## src/hdl/ogrc_pkg.sv

```systemverilog
// Shared types, codes and defaults for the occupancy grid rectangle claim block.
package ogrc_pkg;

	// Default grid edge length, in cells.
	localparam int GRID_SIZE_DEF = 1024;

	// Largest value that the 11-bit plot extents can carry.
	localparam logic [10:0] PLOT_EXT_MAX = 11'd2047;

	// Request kinds as carried in the kind field.
	typedef enum logic [2:0] {
		KIND_CLAIM = 3'd0,
		KIND_TEST  = 3'd1,
		KIND_FIND  = 3'd2,
		KIND_READ  = 3'd3,
		KIND_CLEAR = 3'd4
	} kind_t;

	// Which cell the datapath probes: the rectangle walk or one of the four plot walks.
	typedef enum logic [2:0] {
		MODE_RECT,
		MODE_LEFT,
		MODE_RIGHT,
		MODE_UP,
		MODE_DOWN
	} mode_t;

	// Controller states.
	typedef enum logic [2:0] {
		ST_CLEAR,
		ST_IDLE,
		ST_GUARD,
		ST_ADDR,
		ST_READ,
		ST_CHECK,
		ST_DONE
	} state_t;

	// Commands from the controller to the datapath.
	typedef struct packed {
		logic  load_item;
		logic  clr_start;
		logic  clr_step;
		logic  set_addr;
		logic  claim_write;
		logic  rect_step;
		logic  find_step;
		logic  hit_set;
		logic  capture_cell;
		logic  load_out;
		logic  out_find;
		mode_t mode;
	} cmd_t;

	// Status from the datapath to the controller.
	typedef struct packed {
		logic rect_empty;
		logic guard_ok;
		logic cell_nz;
		logic rect_last;
		logic sweep_last;
	} status_t;

endpackage

```

## src/hdl/ogrc_ctrl.sv

```systemverilog
// Controller: request sequencing state machine and result valid flag.
module ogrc_ctrl (
	input  logic              clk,
	input  logic              arst_n,
	input  logic              req_valid,
	input  logic [2:0]        req_kind,
	output logic              req_ready,
	output logic              rsp_valid,
	input  logic              rsp_ready,
	output ogrc_pkg::cmd_t    cmd,
	input  ogrc_pkg::status_t status
);

	ogrc_pkg::state_t state_q, state_d;
	ogrc_pkg::mode_t  mode_q, mode_d;
	ogrc_pkg::kind_t  kind_q, kind_d;
	ogrc_pkg::kind_t  req_kind_e;
	logic             out_valid_q;
	logic             out_free;

	// Order of the plot walks: left, right, up, down.
	function automatic ogrc_pkg::mode_t next_mode(input ogrc_pkg::mode_t m);
		unique case (m)
			ogrc_pkg::MODE_LEFT:  next_mode = ogrc_pkg::MODE_RIGHT;
			ogrc_pkg::MODE_RIGHT: next_mode = ogrc_pkg::MODE_UP;
			default:              next_mode = ogrc_pkg::MODE_DOWN;
		endcase
	endfunction

	assign req_kind_e = ogrc_pkg::kind_t'(req_kind);
	assign out_free   = !out_valid_q || rsp_ready;
	assign req_ready  = (state_q == ogrc_pkg::ST_IDLE);
	assign rsp_valid  = out_valid_q;

	// Next state.
	always_comb begin
		state_d = state_q;
		mode_d  = mode_q;
		kind_d  = kind_q;
		unique case (state_q)
			ogrc_pkg::ST_CLEAR: begin
				if (status.sweep_last) begin
					state_d = (kind_q == ogrc_pkg::KIND_CLEAR) ? ogrc_pkg::ST_DONE :
						ogrc_pkg::ST_IDLE;
				end
			end
			ogrc_pkg::ST_IDLE: begin
				if (req_valid) begin
					kind_d = req_kind_e;
					mode_d = ogrc_pkg::MODE_RECT;
					unique case (req_kind_e)
						ogrc_pkg::KIND_CLAIM, ogrc_pkg::KIND_TEST: begin
							state_d = status.rect_empty ? ogrc_pkg::ST_DONE : ogrc_pkg::ST_ADDR;
						end
						ogrc_pkg::KIND_READ: state_d = ogrc_pkg::ST_ADDR;
						ogrc_pkg::KIND_FIND: begin
							mode_d  = ogrc_pkg::MODE_LEFT;
							state_d = ogrc_pkg::ST_GUARD;
						end
						ogrc_pkg::KIND_CLEAR: state_d = ogrc_pkg::ST_CLEAR;
						default: state_d = ogrc_pkg::ST_DONE;
					endcase
				end
			end
			ogrc_pkg::ST_GUARD: begin
				if (status.guard_ok) begin
					state_d = ogrc_pkg::ST_ADDR;
				end else if (mode_q == ogrc_pkg::MODE_DOWN) begin
					state_d = ogrc_pkg::ST_DONE;
				end else begin
					mode_d = next_mode(mode_q);
				end
			end
			ogrc_pkg::ST_ADDR: state_d = ogrc_pkg::ST_READ;
			ogrc_pkg::ST_READ: state_d = ogrc_pkg::ST_CHECK;
			ogrc_pkg::ST_CHECK: begin
				if (mode_q == ogrc_pkg::MODE_RECT) begin
					unique case (kind_q)
						ogrc_pkg::KIND_TEST: begin
							state_d = (status.cell_nz || status.rect_last) ? ogrc_pkg::ST_DONE :
								ogrc_pkg::ST_ADDR;
						end
						ogrc_pkg::KIND_CLAIM: begin
							state_d = status.rect_last ? ogrc_pkg::ST_DONE : ogrc_pkg::ST_ADDR;
						end
						default: state_d = ogrc_pkg::ST_DONE;
					endcase
				end else if (!status.cell_nz) begin
					state_d = ogrc_pkg::ST_GUARD;
				end else if (mode_q == ogrc_pkg::MODE_DOWN) begin
					state_d = ogrc_pkg::ST_DONE;
				end else begin
					mode_d  = next_mode(mode_q);
					state_d = ogrc_pkg::ST_GUARD;
				end
			end
			ogrc_pkg::ST_DONE: begin
				if (out_free) begin
					state_d = ogrc_pkg::ST_IDLE;
				end
			end
			default: state_d = ogrc_pkg::ST_IDLE;
		endcase
	end

	// Datapath commands.
	always_comb begin
		cmd          = '0;
		cmd.mode     = mode_q;
		cmd.out_find = (kind_q == ogrc_pkg::KIND_FIND);
		unique case (state_q)
			ogrc_pkg::ST_CLEAR: cmd.clr_step = 1'b1;
			ogrc_pkg::ST_IDLE: begin
				cmd.load_item = req_valid;
				cmd.clr_start = req_valid && (req_kind_e == ogrc_pkg::KIND_CLEAR);
			end
			ogrc_pkg::ST_GUARD: ;
			ogrc_pkg::ST_ADDR:  cmd.set_addr = 1'b1;
			ogrc_pkg::ST_READ:  ;
			ogrc_pkg::ST_CHECK: begin
				if (mode_q == ogrc_pkg::MODE_RECT) begin
					unique case (kind_q)
						ogrc_pkg::KIND_TEST: begin
							cmd.hit_set   = status.cell_nz;
							cmd.rect_step = !status.cell_nz && !status.rect_last;
						end
						ogrc_pkg::KIND_CLAIM: begin
							cmd.claim_write = 1'b1;
							cmd.rect_step   = !status.rect_last;
						end
						default: cmd.capture_cell = 1'b1;
					endcase
				end else begin
					cmd.find_step = !status.cell_nz;
				end
			end
			ogrc_pkg::ST_DONE: cmd.load_out = out_free;
			default: ;
		endcase
	end

	// State, walk mode and request kind registers.
	always_ff @(posedge clk or negedge arst_n) begin
		if (!arst_n) begin
			state_q <= ogrc_pkg::ST_CLEAR;
			mode_q  <= ogrc_pkg::MODE_RECT;
			kind_q  <= ogrc_pkg::KIND_CLAIM;
		end else begin
			state_q <= state_d;
			mode_q  <= mode_d;
			kind_q  <= kind_d;
		end
	end

	// Result valid flag: set when a result is loaded, cleared when it is taken.
	always_ff @(posedge clk or negedge arst_n) begin
		if (!arst_n) begin
			out_valid_q <= 1'b0;
		end else if (cmd.load_out) begin
			out_valid_q <= 1'b1;
		end else if (rsp_ready) begin
			out_valid_q <= 1'b0;
		end
	end

endmodule

```

## config.mk

```make
export PLATFORM = sky130hd
export DESIGN_NAME = ogrc_ctrl
export DESIGN_NICKNAME = d
export VERILOG_FILES = /design/src/hdl/ogrc_pkg.sv /design/src/hdl/ogrc_ctrl.sv
export SDC_FILE = /design/constraint.sdc
export NUM_CORES = 1
export LEC_CHECK = 0
export BUFFER_PORTS_ARGS = -buffer_cell sky130_fd_sc_hd__buf_2
export CAP_MARGIN = 20
export CORE_UTILIZATION = 30
export CTS_CLUSTER_DIAMETER = 80
export DETAILED_ROUTE_END_ITERATION = 16
export MAX_ROUTING_LAYER = met4
export SLEW_MARGIN = 10
export SYNTH_ARGS = -nofsm -noshare
export SYNTH_HDL_FRONTEND = slang
export SYNTH_SLANG_ARGS = --single-unit
export TNS_END_PERCENT = 5
```

## constraint.sdc

```tcl
create_clock -name clk -period 1.8 [get_ports clk]
set_clock_uncertainty 0.15 [all_clocks]
set_input_delay 0.54 -clock clk [delete_from_list [all_inputs] [get_ports clk]]
set_output_delay 0.54 -clock clk [all_outputs]
set_load 0.03 [all_outputs]
```

==> impl_results.md, run 1 <==
- Vias per inst: about 5.0
- Max-cap viol count: 0
- Die height: 53.55 µm
- Row count: 18
- Switching Fraction: 45.26%
- Worst Setup End Kind: output pin
- FILL cells: 220
- Area Growth Syn to Fin: 87.76%
- P_sw: 1.169 mW
- DR DRC count: 0
- Clk pwr share: 5.9%
- Worst-margin pin slew: 0.4024 ns
- Share of cells above drive strength 1: between 50 and 60%
- Initial antenna violation count: 0
- Layout Nets: 180
- Largest family of logic cells by synthesized area: simple AND/OR/NAND/NOR gates
- Final setup violation count: 15
- RSZ-0062 raised after global routing: yes
- Static Leak: 0.7202 nW
- Vias in the first global route: 860
- Minimum clock period: roughly 2.1 ns
- Clk_lat worst skew: between 0.2 and 0.3 ns
- Crit-path max cell delay: ~0.42 ns
- Hold Path Class: in2reg
- Worst path cell trace: nor3_4, buf_4, nand4_1, inv_1, buf_6
- Seq/Total Area, Yosys: about a third
- PwrDens: around 1700 nW/µm²
- Number of H-tree levels: 1
- Post-synthesis cell area: 797.0 µm²
- Pint: 1.413 mW
- GRT Total Usage: 19.90%
- Flop pwr share: 17.2%
- CTS Buf Count: 3
- Setup CP Type: reg2out
- Drt first pass iters: 4
- Number of port buffers: 27
- Starting Density: 31.88%
- I/O pins: 28
- Reg clk slew, reported paths: 0.06 ns
- Final GP Congestion: around 0.92
- N_diodes: 0
- Post-synth cell types: 38
- Vias: around 990
- Crit path buf inv count: 3
- Logic gate share of total power: 76.9%
- Final Util: 59.86%
- Mapped Cells: 100
- Violated checks: setup timing
- Async SR Flop Fraction: 100.0%
- GR Overflow Total: 0
- Post-synth net total: approximately 110
- Area share of xor/xnor cells in the synthesized design: under 10%
- Compound-Gate Fraction of Synth Area: 17.11%
- Most used DFF post-synth: dfrtp_1
- First-pass GRT wire length: between 3 and 4 mm
- Chip width: 53.55 µm
- Setup TNS: -2.422 ns
- Synthesis Warnings: 0
- Largest net degree at the start of global routing: 11
- Worst VDD drop: between 0.9 and 1 mV
- Crit-path max FO: 2
- Post-detail-place hpwl: 1.954 mm
- Post-synthesis adder-cell area fraction: 0%
- Post-synthesis mux area share: about 4.7%
- Initial detailed-routing violation count: 23
- Placed cell area: between 1000 and 1500 µm²
- WL/cell: approximately 13 µm
- Drt total wl: between 2 and 3 mm
- Critical path required time: 1.11 ns
- Outcome: finished, violations left
- Setup ws final: -0.2868 ns
- Total clock sinks: 10
- Hold_ws: between 0.4 and 0.5 ns
- Longest Clk Path Bufs: 2
- Post-route ant nets: 0
- Post-Syn Area per Cell: 7.970 µm²
- Slowest CP cell: dfrtp_2
- Crit path max-delay family: flip-flops
- Worst Path Arrival: 1.40 ns
- Startpoint Class: flip-flop
- Overall Power: 2.582 mW
- Fmax: about 480 MHz
- Slew HR: ~72%
- EDFF count, synth: 0
- CTS root buffer: clkbuf_4
- Final worst path period share: 115.9%
- CTS tree: built
- Final number of hold-violating endpoints: 0
- Final Slew Violations: 0
- Post-route cell area: 1496 µm²
- Total core area: 2500 µm²
- Synthesis-stage register bit count: 10
- Post-Synth Simple-Gate Area: 41.13%
- DIE AREA: roughly 2900 µm²
- Dpl ws: -0.2615 ns
- Placed cells: about 190
- Fin cells: 196
## cell families (layout without fill, tap and decap cells)
family	count (synthesis)	in the layout
compound gates	20	20
xor+xnor	1	1
buf+inv	9	75
flops	10	10
mux	3	3
simple gates	57	57
## synthesized netlist by cell type, types with 3 or more instances
cell / count / area, µm²
nand2_1: 13 / 48.80
dfrtp_1: 10 / 250.2
nor2_1: 9 / 33.78
o21ai_0: 5 / 25.02
inv_1: 4 / 15.01
nor3_1: 4 / 20.02
a31oi_1: 3 / 18.77
clkbuf_1: 3 / 11.26
nand2b_1: 3 / 18.77
nand3b_1: 3 / 22.52
nor2b_1: 3 / 18.77
nor3b_1: 3 / 22.52
## cell usage in the layout, fill, tap and decap left out, types with 3 or more instances in the layout
| cell type | netlist | layout |
|---|---|---|
| a31oi_1 | 3 | 3 |
| buf_2 | 2 | 15 |
| buf_4 | 0 | 36 |
| buf_6 | 0 | 16 |
| clkbuf_4 | 0 | 3 |
| dfrtp_1 | 10 | 7 |
| dfrtp_2 | 0 | 3 |
| nand2_1 | 13 | 12 |
| nand2b_1 | 3 | 3 |
| nand3b_1 | 3 | 3 |
| nor2_1 | 9 | 7 |
| nor2b_1 | 3 | 3 |
| o21ai_0 | 5 | 3 |
## power by group through the flow
stage	clock network [mW]	registers [mW]	logic, mW
6_report	0.153	0.443	1.99
5_1_grt	0.171	0.462	2.12
4_1_cts	0.162	0.437	1.87
3_5_place_dp	0	0.425	1.63
3_3_place_gp	0	0.419	1.60
2_1_floorplan	0	0.526	0.837
## final cells by class
class | count | area [µm²] | area share [%]
well taps | 30 | 37.54 | 2.508
inverters | 4 | 15.01 | 1.003
repair buffers | 68 | 535.5 | 35.79
flip-flops and latches | 10 | 254.0 | 16.97
multi-input cells | 81 | 631.9 | 42.22
clock buffers | 3 | 22.52 | 1.505
## per-layer routing
layer | wire (µm) | GRT usage (%)
met1 | 1140 | 24.78
met2 | 1293 | 30.21
met3 | 88 | 1.977
met4 | 60 | 13.60
met5 | 0 | -
## path summary, 6_finish.rpt
check / end / start / cells after the start / slack (ns)
worst max-delay path: cmd[8] / mode_q[0]$_DFFE_PN0P_ / 5 / -0.29
worst min-delay path: kind_q[0]$_DFFE_PN0P_ / req_kind[0] / 4 / 0.45
worst max register to register: state_q[0]$_DFFE_PN0P_ / state_q[1]$_DFFE_PN0P_ / 5 / -0.09
worst min register to register: rsp_valid$_DFFE_PN0P_ / rsp_valid$_DFFE_PN0P_ / 3 / 0.46
max in group asynchronous: mode_q[0]$_DFFE_PN0P_ / arst_n / 2 / 0.79
min in group asynchronous: state_q[1]$_DFFE_PN0P_ / arst_n / 2 / 0.51
## worst reg2reg max path: stages (launching register included)
cell	delay, ns
dfrtp_1	0.38
buf_6	0.14
or3b_4	0.39
a211o_1	0.26
nor3b_1	0.16
mux2_4	0.30
## sequential cells by signal (all words and copies together) (netlist names)
name and cells:
state_q 3, rsp_valid 1, kind_q 3, mode_q 3
## what timing repair did
item,4_1_cts,5_1_grt
setup endpoints to repair,14,17
hold endpoints to repair,10,0
pin swaps,6,4
gates resized for setup,34,16
hold buffers,1,0
setup buffers,3,0
Power figures use the tool's default switching activity.
==> inputs of run 2 (changes only) <==
BUFFER_PORTS_ARGS = -buffer_cell sky130_fd_sc_hd__buf_4   (was -buffer_cell sky130_fd_sc_hd__buf_2)
REMOVE_ABC_BUFFERS = 1   (was default)
clock period = 2.4 ns   (was 1.8 ns; I/O delays follow)
==> run 2 against run 1 <==
Net effect: the run now ends clean; via count down 9.7%; non-clock buffer count down 29; critical path depth unchanged; combinational power down 47%; register-to-register slack better by 0.52 ns; wire length down 17%; hold slack worse by 0.34 ns; sequential cell count unchanged; first-iteration DRC count down 8.7%; worst setup slack better by 0.31 ns; largest cell class unchanged; die area unchanged; sequential power down 24%.
==> impl_results.md, run 2 (synthesized netlist as in run 1, its figures left out) <==
- GR Overflow Total: 0
- Post-route ant nets: 0
- Startpoint Class: input pin
- WL met3: 99 µm
- N_diodes: 0
- Multi-input logic area: 549.3 µm²
- WL/cell: 12.79 µm
- Worst VDD drop: 0.6440 mV
- CTS Buf Count: 3
- Setup ws final: 0.02622 ns
- Initial antenna violation count: 0
- Post-CTS Setup Repair Bufs: 0
- GRT Total Usage: 17.66%
- Chip width: 53.55 µm
- Slew HR: 72.59%
- Share of cells above drive strength 1: 39.86%
- Worst Setup End Kind: output pin
- Static Leak: 0.5640 nW
- Placed cells: 164
- Overall Power: 1.542 mW
- Vias in the first global route: 783
- Met2 wire length: about 970 µm
- Final worst path period share: 98.91%
- Post-detail-place hpwl: 1.694 mm
- Slowest CP cell: or3_4
- Row count: 18
- Final Slew Violations: 0
- DR DRC count: 0
- Hold_ws: 0.1100 ns
- Worst-margin pin slew: 0.4008 ns
- First-pass GRT wire length: 3.470 mm
- Reg2reg path depth: 5
- Placed cell area: 1106 µm²
- PwrDens: 1301 nW/µm²
- Final Util: 47.40%
- Critical path required time: 1.53 ns
- Max-cap viol count: 0
- Area Growth Syn to Fin: 48.67%
- Drt total wl: ~2.1 mm
- DIE AREA: 2867 µm²
- Minimum clock period: 2.374 ns
- Fin cells: 168
- Clk_lat worst skew: approximately 0.27 ns
- Final number of hold-violating endpoints: 0
- Longest Clk Path Bufs: 2
- Largest registers: kind_q: 3 flops, mode_q: 3 flops, state_q: 3 flops
- Die height: roughly 54 µm
- Hold Path Class: in2async
- Fmax: 421.3 MHz
- Most common cell after layout, fill and taps aside: buf_4
- Worst path cell trace: buf_4, inv_1, or3_4, nor2_2, buf_6
- Total clock sinks: 10
- Outcome: finished clean
- Number of port buffers: 27
- Vias per inst: between 5 and 6
- I/O pins: 28
- CTS Hold Bufs: 0
- Setup TNS: 0 ns
- Layout Nets: 151
- Register Area: approximately 250 µm²
- CTS tree: built
- Vias: slightly below 900
- Starting Density: a little under a third
- Final setup violation count: 0
- Most frequent cells in the layout: 38 x buf_4, 12 x nand2_1, 10 x dfrtp_1, 8 x nor2_1, 5 x o21ai_0
- CTS root buffer: clkbuf_4
- Total core area: 2500 µm²
- Setup CP Type: in2out
- Post-route cell area: 1185 µm²
- DRT met1 WL: 1.030 mm
- Final GP Congestion: approximately 0.86
- Highest routed metal layer: met4
- FILL cells: 245
- Drt first pass iters: 4
- RSZ-0062 raised after global routing: yes
- Worst Path Arrival: 1.50 ns
- Largest net degree at the start of global routing: 17
- Initial detailed-routing violation count: 21
- Dpl ws: 0.02025 ns
- Reg clk slew, reported paths: 0.07 ns
- Crit-path max FO: 4
- Crit-path max cell delay: 0.39 ns
- Number of H-tree levels: 1
run 2: what timing repair did:
item                                    CTS  global route
endpoints found under the hold margin     0             0
endpoints found under the setup margin    1             4
pin swaps                                 0             1
gates resized for setup                   2             8
run 2: critical path: cells and delay by family:
family	cells	cell delay, ns
buf+inv	3	0.27
simple gates	2	0.51
run 2: path summary, 6_finish.rpt:
kind	startpoint	endpoint	slack (ns)
worst min-delay path	arst_n	kind_q[2]$_DFFE_PN0P_	0.11
worst max-delay path	req_kind[2]	cmd[12]	0.03
max in group asynchronous	arst_n	state_q[2]$_DFFE_PN0P_	1.85
worst max register to register	state_q[0]$_DFFE_PN0P_	state_q[0]$_DFFE_PN0P_	0.43
worst min register to register	rsp_valid$_DFFE_PN0P_	rsp_valid$_DFFE_PN0P_	0.37
min in group clk	rsp_valid$_DFFE_PN0P_	rsp_valid$_DFFE_PN0P_	0.37
run 2: power breakdown:
part	internal (mW)	switching, mW
registers	0.248	0.0906
logic	0.479	0.570
clock network	0.0924	0.0622
total	0.819	0.723
run 2: cell type report:
cell class                      instances  area share [%]
Clock buffer                            4           3.062
Inverter                                4           1.267
Timing Repair Buffer                   39           25.03
Sequential cell                        10           21.12
Multi-Input combinational cell         81           46.36
Tap cell                               30           3.168
run 2: metal layers:
metal	GRT usage, %	vias up
met2	25.62	31
met5	-	-
met1	24.66	411
met3	0.8475	5
li1	-	442
met4	9.211	0
==> inputs of run 3 (changes only) <==
PLACE_DENSITY = 0.59   (was default)
==> run 3 against run 2 <==
Net effect: sequential power grew 4%; final area shrank 1.6%; first-iteration DRC count shrank 9.5%.
==> impl_results.md, run 3 (synthesized netlist as in run 1, its figures left out) <==
- Outcome: finished clean
- Row count: 18
- Static Leak: 0.5506 nW
- Multi-input logic area: 544.3 µm²
- First-pass GRT wire length: ~3.4 mm
- Placed cells: around 160
- Minimum clock period: about 2.4 ns
- Post-detail-place hpwl: 1.717 mm
- Total core area: 2500 µm²
- Worst VDD drop: 0.7242 mV
- Hold Path Class: in2async
- Dpl ws: 0.02481 ns
- Drt first pass iters: 4
- Fin cells: 166
- Chip width: 53.55 µm
- Starting Density: 31.88%
- Area Growth Syn to Fin: 46.31%
- Vias: 864
- Final setup violation count: 0
- Post-route ant nets: 0
- CTS tree: built
- Fmax: about 420 MHz
- Largest net degree at the start of global routing: 17
- DR DRC count: 0
- Drt total wl: 2.168 mm
- I/O pins: 28
- RSZ-0062 raised after global routing: yes
- FF-to-FF End: mode_q[0]$_DFFE_PN0P_
- Startpoint Class: input pin
- DIE AREA: 2867 µm²
- Crit-path max FO: 4
- GR Overflow Total: 0
- Final Util: 46.65%
- Switching Fraction: 47.22%
- Clk pwr share: about a tenth
- N_diodes: 0
- Layout Nets: between 100 and 150
- PwrDens: 1306 nW/µm²
- R2r setup slk: 0.38 ns
- Most common cell after layout, fill and taps aside: buf_4
- Slew HR: 73.64%
- Most frequent cells in the layout: 36 x buf_4, 12 x nand2_1, 9 x dfrtp_1, 8 x nor2_1, 5 x o21ai_0
- GRT Total Usage: 17.04%
- Initial antenna violation count: 0
- Final number of hold-violating endpoints: 0
- Crit-path max cell delay: approximately 0.39 ns
- Setup TNS: 0 ns
- Final worst path period share: 99.40%
- Final GP Congestion: about 0.89
- Worst path cell trace: buf_4, inv_1, or3_4, nor2_2, buf_6
- P_sw: 0.7190 mW
- Largest registers: kind_q: 3 flops, mode_q: 3 flops, state_q: 3 flops
- Pint: 0.8035 mW
- Number of port buffers: 27
- Setup CP Type: in2out
- Placed cell area: 1091 µm²
- Post-CTS Setup Repair Bufs: 0
- Register Area: 251.5 µm²
- Initial detailed-routing violation count: 19
- Vias in the first global route: 777
- WL/cell: 13.06 µm
- Critical path required time: roughly 1.5 ns
- Total clock sinks: 10
- Number of H-tree levels: 1
- Flop pwr share: 23.2%
- Vias per inst: 5.205
- FILL cells: 248
- Share of cells above drive strength 1: 38.97%
- Logic gate share of total power: 67.0%
- Reg clk slew, reported paths: 0.07 ns
- Worst Path Arrival: 1.52 ns
- Reg2reg path depth: 5
- Worst Setup End Kind: output pin
- Die height: approximately 54 µm
- Slowest CP cell: or3_4
- RR Startpoint: state_q[0]$_DFFE_PN0P_
- CTS root buffer: clkbuf_4
- Post-route cell area: 1166 µm²
- Setup ws final: 0.01433 ns
- Max-cap viol count: 0
- Worst-margin pin slew: about 0.39 ns
- Clk_lat worst skew: 0.26 ns
- Longest Clk Path Bufs: 2
- Final Slew Violations: 0
- CTS Buf Count: 3
[run 3: repair_timing]
item / CTS / global route
setup endpoints to repair: 1 / 4
hold buffers: 0 / 0
pin swaps: 0 / 1
resized for setup: 2 / 8
[run 3: metrics by stage]
stage	hold slack [ns]	power, mW
after floorplan	0.2744	0.9412
after global placement	0.3524	1.317
after detailed placement	0.3547	1.326
after CTS	0.1246	1.493
after global routing	0.1236	1.637
final	0.1237	1.523
[run 3: how the worst max path moves through the flow]
stage / startpoint / endpoint / slack [ns] / cells past startpoint
2_1_floorplan: mode_q[0]$_DFFE_PN0P_ / cmd[6] / -0.48 / 3
3_3_place_gp: req_kind[2] / cmd[12] / 0.05 / 5
3_5_place_dp: req_kind[2] / cmd[12] / 0.02 / 5
4_1_cts: req_kind[2] / cmd[12] / 0.02 / 5
5_1_grt: req_kind[2] / cmd[12] / -0.01 / 5
6_report: req_kind[2] / cmd[12] / 0.01 / 5
[run 3: area by class of cell]
type,instances,area share [%]
multi-input cells,81,46.67
repair buffers,37,24.14
flip-flops and latches,10,21.57
well taps,30,3.219
clock buffers,4,3.112
inverters,4,1.288
[run 3: layer usage]
layer | share of wire, % | GRT usage [%] | vias to the layer above
met1 | 49 | 23.24 | 396
met2 | 47 | 27.08 | 26
met3 | 3.0 | 0.8475 | 2
met5 | 0 | - | -
met4 | 0.97 | 5.263 | 0
li1 | - | - | 440
[run 3: power groups by stage]
stage	Sequential, mW	Clock, mW	Combinational [mW]
after floorplan	0.438	0	0.503
after global placement	0.330	0	0.987
after detailed placement	0.333	0	0.994
after CTS	0.336	0.153	1.00
after global routing	0.363	0.160	1.11
final	0.353	0.150	1.02
[run 3: critical path: cells and delay by family]
kind,cells,cell delay (ns)
buffers and inverters,3,0.28
AND/OR/NAND/NOR,2,0.52
